<file path="src/sv/arms_pkg.sv">
`default_nettype none
package arms_pkg;

  localparam int ROUTE_SLOTS_DEF   = 3;
  localparam int MAX_ROUTES_DEF    = 8;
  localparam int MAX_CUSTOMERS_DEF = 15;
  localparam int NODES             = 16;
  localparam int DIST_W            = 16;
  localparam int COST_W            = 21;
  localparam int ACC_W             = 40;
  localparam int CUST_W            = 4;

  localparam logic [1:0] FUNC_WR_DIST  = 2'd0;
  localparam logic [1:0] FUNC_WR_SLOT  = 2'd1;
  localparam logic [1:0] FUNC_MOVE     = 2'd2;
  localparam logic [1:0] FUNC_RD_BEST  = 2'd3;

  localparam logic [1:0] CFG_CUSTOMERS = 2'd0;
  localparam logic [1:0] CFG_ROUTES    = 2'd1;
  localparam logic [1:0] CFG_TEMP      = 2'd2;

  typedef struct packed {
    logic [1:0]  func;
    logic [3:0]  row;
    logic [3:0]  col;
    logic [15:0] distance_value;
    logic [2:0]  route;
    logic [1:0]  slot;
    logic [3:0]  customer;
    logic [3:0]  accept_draw;
  } in_item_t;

  typedef struct packed {
    logic        status;
    logic        accepted;
    logic        improved;
    logic [20:0] new_cost;
    logic [3:0]  read_customer;
  } out_item_t;

  typedef enum logic [3:0] {
    ST_IDLE, ST_SIMPLE, ST_CHECK, ST_SEARCH, ST_BUILD,
    ST_COST, ST_DECIDE, ST_COMMIT, ST_BEST_COST, ST_FINISH, ST_OUT
  } state_t;

  // which route set is being costed
  typedef enum logic [1:0] {
    SET_CAND, SET_CUR, SET_BEST
  } cost_set_t;

  typedef struct packed {
    logic      simple_op;
    logic      check;
    logic      search_step;
    logic      build;
    logic      cost_start;
    cost_set_t cost_set;
    logic      decide;
    logic      commit;
    logic      best_check;
    logic      out_load;
  } dp_cmd_t;

  typedef struct packed {
    logic is_move;
    logic bad;
    logic search_done;
    logic cost_done;
    logic accept;
  } dp_stat_t;

endpackage
`default_nettype wire

</file>
<file path="src/sv/arms_ctrl.sv">
`default_nettype none
module arms_ctrl (
  input  wire logic                clk,
  input  wire logic                rst_n,
  input  wire logic                in_valid,
  output logic                     in_stall,
  output logic                     out_valid,
  input  wire logic                out_stall,
  output arms_pkg::dp_cmd_t        cmd,
  input  wire arms_pkg::dp_stat_t  stat
);

  arms_pkg::state_t state_r, state_nxt;

  always_ff @(posedge clk) begin
    if (!rst_n) begin
      state_r <= arms_pkg::ST_IDLE;
    end else begin
      state_r <= state_nxt;
    end
  end

  always_comb begin
    state_nxt = state_r;
    cmd       = '0;
    cmd.cost_set = arms_pkg::SET_CAND;
    in_stall  = 1'b1;
    out_valid = 1'b0;
    case (state_r)
      arms_pkg::ST_IDLE: begin
        in_stall = 1'b0;
        if (in_valid) begin
          state_nxt = stat.is_move ? arms_pkg::ST_CHECK : arms_pkg::ST_SIMPLE;
        end
      end
      arms_pkg::ST_SIMPLE: begin
        cmd.simple_op = 1'b1;
        cmd.out_load  = 1'b1;
        state_nxt = arms_pkg::ST_OUT;
      end
      arms_pkg::ST_CHECK: begin
        cmd.check = 1'b1;
        state_nxt = arms_pkg::ST_SEARCH;
      end
      arms_pkg::ST_SEARCH: begin
        cmd.search_step = 1'b1;
        if (stat.bad) begin
          cmd.out_load = 1'b1;
          state_nxt = arms_pkg::ST_OUT;
        end else if (stat.search_done) begin
          state_nxt = arms_pkg::ST_BUILD;
        end
      end
      arms_pkg::ST_BUILD: begin
        cmd.build = 1'b1;
        if (stat.bad) begin
          cmd.out_load = 1'b1;
          state_nxt = arms_pkg::ST_OUT;
        end else begin
          cmd.cost_start = 1'b1;
          cmd.cost_set = arms_pkg::SET_CAND;
          state_nxt = arms_pkg::ST_COST;
        end
      end
      arms_pkg::ST_COST: begin
        cmd.cost_set = arms_pkg::SET_CUR;
        if (stat.cost_done) begin
          cmd.cost_start = 1'b1;
          state_nxt = arms_pkg::ST_DECIDE;
        end
      end
      arms_pkg::ST_DECIDE: begin
        if (stat.cost_done) begin
          cmd.decide = 1'b1;
          state_nxt = arms_pkg::ST_COMMIT;
        end
      end
      arms_pkg::ST_COMMIT: begin
        cmd.cost_set = arms_pkg::SET_BEST;
        if (stat.accept) begin
          cmd.commit = 1'b1;
          cmd.cost_start = 1'b1;
          state_nxt = arms_pkg::ST_BEST_COST;
        end else begin
          cmd.out_load = 1'b1;
          state_nxt = arms_pkg::ST_OUT;
        end
      end
      arms_pkg::ST_BEST_COST: begin
        if (stat.cost_done) begin
          cmd.best_check = 1'b1;
          state_nxt = arms_pkg::ST_FINISH;
        end
      end
      arms_pkg::ST_FINISH: begin
        cmd.out_load = 1'b1;
        state_nxt = arms_pkg::ST_OUT;
      end
      arms_pkg::ST_OUT: begin
        out_valid = 1'b1;
        if (!out_stall) begin
          state_nxt = arms_pkg::ST_IDLE;
        end
      end
      default: begin
        state_nxt = arms_pkg::ST_IDLE;
      end
    endcase
  end

endmodule
`default_nettype wire

</file>
<file path="config.mk">
export PLATFORM = sky130hd
export DESIGN_NAME = arms_ctrl
export DESIGN_NICKNAME = d
export VERILOG_FILES = /design/src/sv/arms_pkg.sv /design/src/sv/arms_ctrl.sv
export SDC_FILE = /design/constraint.sdc
export NUM_CORES = 1
export LEC_CHECK = 0
export BUFFER_PORTS_ARGS = -buffer_cell sky130_fd_sc_hd__buf_2
export CORE_MARGIN = 4
export CORE_UTILIZATION = 45
export DETAILED_ROUTE_END_ITERATION = 10
export PLACE_DENSITY = 0.73
export RECOVER_POWER = 100
export SYNTH_ARGS = -nofsm -noshare
export SYNTH_HDL_FRONTEND = slang
export SYNTH_SLANG_ARGS = --single-unit
</file>
<file path="constraint.sdc">
create_clock -name clk -period 1.8 [get_ports clk]
set_input_delay 0.36 -clock clk [delete_from_list [all_inputs] [get_ports clk]]
set_output_delay 0.36 -clock clk [all_outputs]
set_load 0.02 [all_outputs]
</file>
Word-level counts from Yosys, hierarchy flattened
Index checks and enable logic that the tools add are counted.
{"block": "op_classes", "eq_ne": 16, "muxes": 27, "n_reduce_logical": 4}
{"cell": "4-bit case mux with 10 select lines", "count": 1}
{"cell": "4-bit two-way mux", "count": 8}
{"cell": "4-bit by 3-bit equality test with 1-bit output, second input constant", "count": 4}
{"cell": "1-bit two-way mux", "count": 13}
{"cell": "4-bit equality test, second input constant", "count": 3}
{"cell": "2-bit != test, second input constant", "count": 5}
{"cell": "3-bit case mux with 3 select lines", "count": 1}
{"cell": "4-bit by 2-bit equality test with 1-bit output, second input constant", "count": 2}
{"cell": "6-bit AND reduction", "count": 1}
{"cell": "4-bit by 1-bit equality test with 1-bit output, second input constant", "count": 1}
{"cell": "4-bit logical NOT", "count": 1}
{"cell": "2-bit two-way mux", "count": 2}
{"cell": "2-bit OR reduction", "count": 2}
{"cell": "3-bit two-way mux", "count": 1}
{"cell": "3-bit != test, second input constant", "count": 1}
{"cell": "1-bit case mux with 3 select lines", "count": 1}
{"block": "word_totals", "ff_bits": 4, "out_inout_bits": 13, "elab_cells": 48}

Longest topological paths before layout
{"block": "logic_depth", "depth_word": 3, "ltp_mapped": 6}

Least setup slack after synthesis
No wires, ideal clock.
{"block": "synth_path", "path_type": "register to output", "startpoint": "reg state_r[1]", "endpoint": "out cmd[10] (netlist bit)", "arrival_time_ns": 1.383, "required_time_ns": 1.440, "path_slack_ns": 0.057, "path_stages_with_launch": 4, "n_path_buf": 2, "path_cell_list": "dfxtp_1 -> buf_2 -> buf_2 -> nor4_1"}
{"item": "start: declaration", "line_no": "arms_ctrl.sv:13", "rtl": "arms_pkg::state_t state_r, state_nxt;"}
{"item": "start signal: assignment", "line_no": "arms_ctrl.sv:17", "rtl": "state_r <= arms_pkg::ST_IDLE;"}
{"item": "start signal: assignment", "line_no": "arms_ctrl.sv:19", "rtl": "state_r <= state_nxt;"}
{"item": "end: declaration", "line_no": "arms_ctrl.sv:9", "rtl": "output arms_pkg::dp_cmd_t cmd,"}

==> results.toml <==
[finish]
final_cells = 120
synthToLayoutAreaGrowth_pct = 22.0
reg_top3 = "state_r (4)"
largest_reg_flops = 4
fin_util = 0.577
max_flop_register = "state_r"
layout-drive-gt1-share = 0.371
num_antenna_cells = 0
fin_nets = 116
fin_area_um2 = 751

[critical_path]
rr_worst_depth = 5
worstPathArrival_ns = 1.34
required_ns = 1.44
crit_path_cell_trace = "buf_6 > o22ai_2 > nor3b_2 > o21bai_1 > buf_4"
slowest_stage = "dfxtp_4"
startpoint_type = "flip-flop"
critPathKind = "reg2out"
r2r_slack_ns = 0.14
rr_endpoint = "state_r[1]$_SDFFE_PN0P_"
endpoint_kind = "primary output"
cp_max_fo = 8
max_stage_delay_ns = 0.36
timing.rr.start = "state_r[1]$_SDFFE_PN0P_"

[place]
gp_congestion = 0.750
dp_cells = 117
io_buffer_count = 21
place_area_um2 = 732
place_hpwl_um = 1210

[floorplanning]
coreArea_um2 = 1300
fp.dieH_um = 45.0
start_util = 0.473
die_x_um = 45.0
boundaryPins = 22
dieArea_um2 = 2020
fp-row-count = 13

[grt]
gr-usage-all-layers = 0.178
grt_first_pass_wirelength_um = 2700
grt_start_max_net_pins = 16
grt_pass1_vias = 608
grt_overflow = 0
antenna_found_initial = 0

[timing]
fin_tns_setup_ns = 0
hold_viol = 0
min_period_over_period = 0.946
slew_viol_final = 0
skew_ns = 0.00266
min_period_ns = 1.70
worst_pin_slew_ns = 0.335
max_slew_margin = 0.776
setup_viol = 0
rsz0062_at_grt = "false"
max_freq_mhz = 587

[hold_path]
hold_path_class = "in2reg"
worstHoldPathCells = 3
worstHoldStart = "rst_n"
whs_endpoint = "state_r[3]$_SDFFE_PN0P_"

[yosys]
yosysSeqAreaShare = 0.130
synth_area_um2 = 616
ys_ff_latch = 4
synth_area_leaders = "dfxtp_1 13%, nor2_1 5.5%, buf_6 5.5%"
synth_commonest_cells = "9 x nor2_1, 7 x nand2_1, 6 x nor3_1"
syn_nets = 90
synthArstFlopShare = 0
syn_area_per_cell_um2 = 7.60
synth_edf_count = 0
syn_inst = 81
synth_top_area_frac = 0.130
synth_cell_type_count = 38
synth_top_area_cell = "dfxtp_1"
synth-main-ff-cell = "dfxtp_1"
yosys_warnings = 0
yosysMostFrequentCell = "nor2_1"

[clocking]
cts_hold_buffers = 0
htree_levels = 1
post_cts_resized = 1
clk_pin_slew_ns = 0.04
clk_latency_ns = 0.23
cts_tree = "yes"
cts_setup_buffers = 0
cts.sinks = 4
cts_root_buf = "clkbuf_4"
cts_buffer_depth = 2
cts_made_buffers = 3

[route]
drcViolationCount = 0
drtAntennaViolNets = 0
wl_per_cell_um = 13.0
viasPerCell = 5.70
via_count = 684
drt_wl_total_um = 1560
drt_iter0_drc = 12
first_pass_iters = 4

[power]
p_leak_nw = 0.347
power_density_nw_per_um2 = 1500
power_mw = 1.13
irDropWorstVdd_mv = 0.780

[outcome]
status = "complete, no violations"

[run]
maxCapViolCount = 0
==> critical path, delay by kind of cell, from the launching register on <==
family / cells / cell delay [ns]
DFF: 1 / 0.36
buffers and inverters: 2 / 0.28
AOI/OAI and AO/OA: 2 / 0.28
and+or+nand+nor: 1 / 0.20
==> routing by layer <==
layer,vias up,part of all wire,GRT usage
li1,347,-,-
met4,0,0,0.0819
met3,0,0.057,0.0319
met2,17,0.49,0.294
met5,-,0,0
met1,320,0.45,0.224
==> per-stage QoR <==
stage / hold slack [ns] / setup WS [ns]
2_1_floorplan: 0.509 / 0.0572
3_3_place_gp: 0.619 / 0.197
3_5_place_dp: 0.630 / 0.151
4_1_cts: 0.449 / 0.00120
5_1_grt: 0.450 / 0.00264
6_report: 0.452 / 0.0975
==> worst max path at each step <==
stage                            startpoint  endpoint  slack (ns)  cells after the start
CTS                 state_r[2]$_SDFFE_PN0P_    cmd[0]       0.001                      5
detailed placement                  stat[3]    cmd[0]        0.15                      6
global placement                    stat[3]    cmd[0]        0.20                      6
global route        state_r[2]$_SDFFE_PN0P_    cmd[0]       0.003                      5
finish              state_r[2]$_SDFFE_PN0P_    cmd[0]         0.1                      5
floorplan           state_r[1]$_SDFFE_PN0P_   cmd[10]        0.06                      3
==> cells by family (layout without fill, tap and decap cells) <==
logic type | after synthesis | in the layout | synth area share
and+or+nand+nor | 44 | 44 | 0.453
muxes | 3 | 3 | 0.0488
DFF | 4 | 4 | 0.130
AOI/OAI and AO/OA | 19 | 19 | 0.240
buffers and inverters | 11 | 35 | 0.128
==> area by class of cell <==
class | instances | area [um2]
inverter | 3 | 11.3
fill | 139 | 551
timing repair buffer | 29 | 164
tap | 15 | 18.8
sequential | 4 | 85.1
clock buffer | 3 | 22.5
multi-input combinational | 66 | 449
==> placed cells by master, fill, tap and decap left out, types with 2 or more instances in the layout <==
cell type / count
buf_2: 12
nor2_1: 9
clkbuf_2: 8
nand2_1: 7
nor3_1: 6
buf_4: 6
nor2b_1: 4
and3_1: 4
inv_1: 3
mux2i_1: 3
clkbuf_4: 3
nand2b_1: 2
a22oi_1: 2
nor3b_1: 2
a21oi_1: 2
o21ai_1: 2
clkbuf_1: 2
dfxtp_1: 2
==> report_power, final <==
part           total, mW  leakage (nW)  switching [mW]  internal [mW]
clock              0.106        0.0138          0.0321         0.0743
sequential         0.182        0.0342          0.0543          0.128
combinational      0.837         0.299           0.484          0.353
No activity file was read; power rests on OpenSTA's default activity.
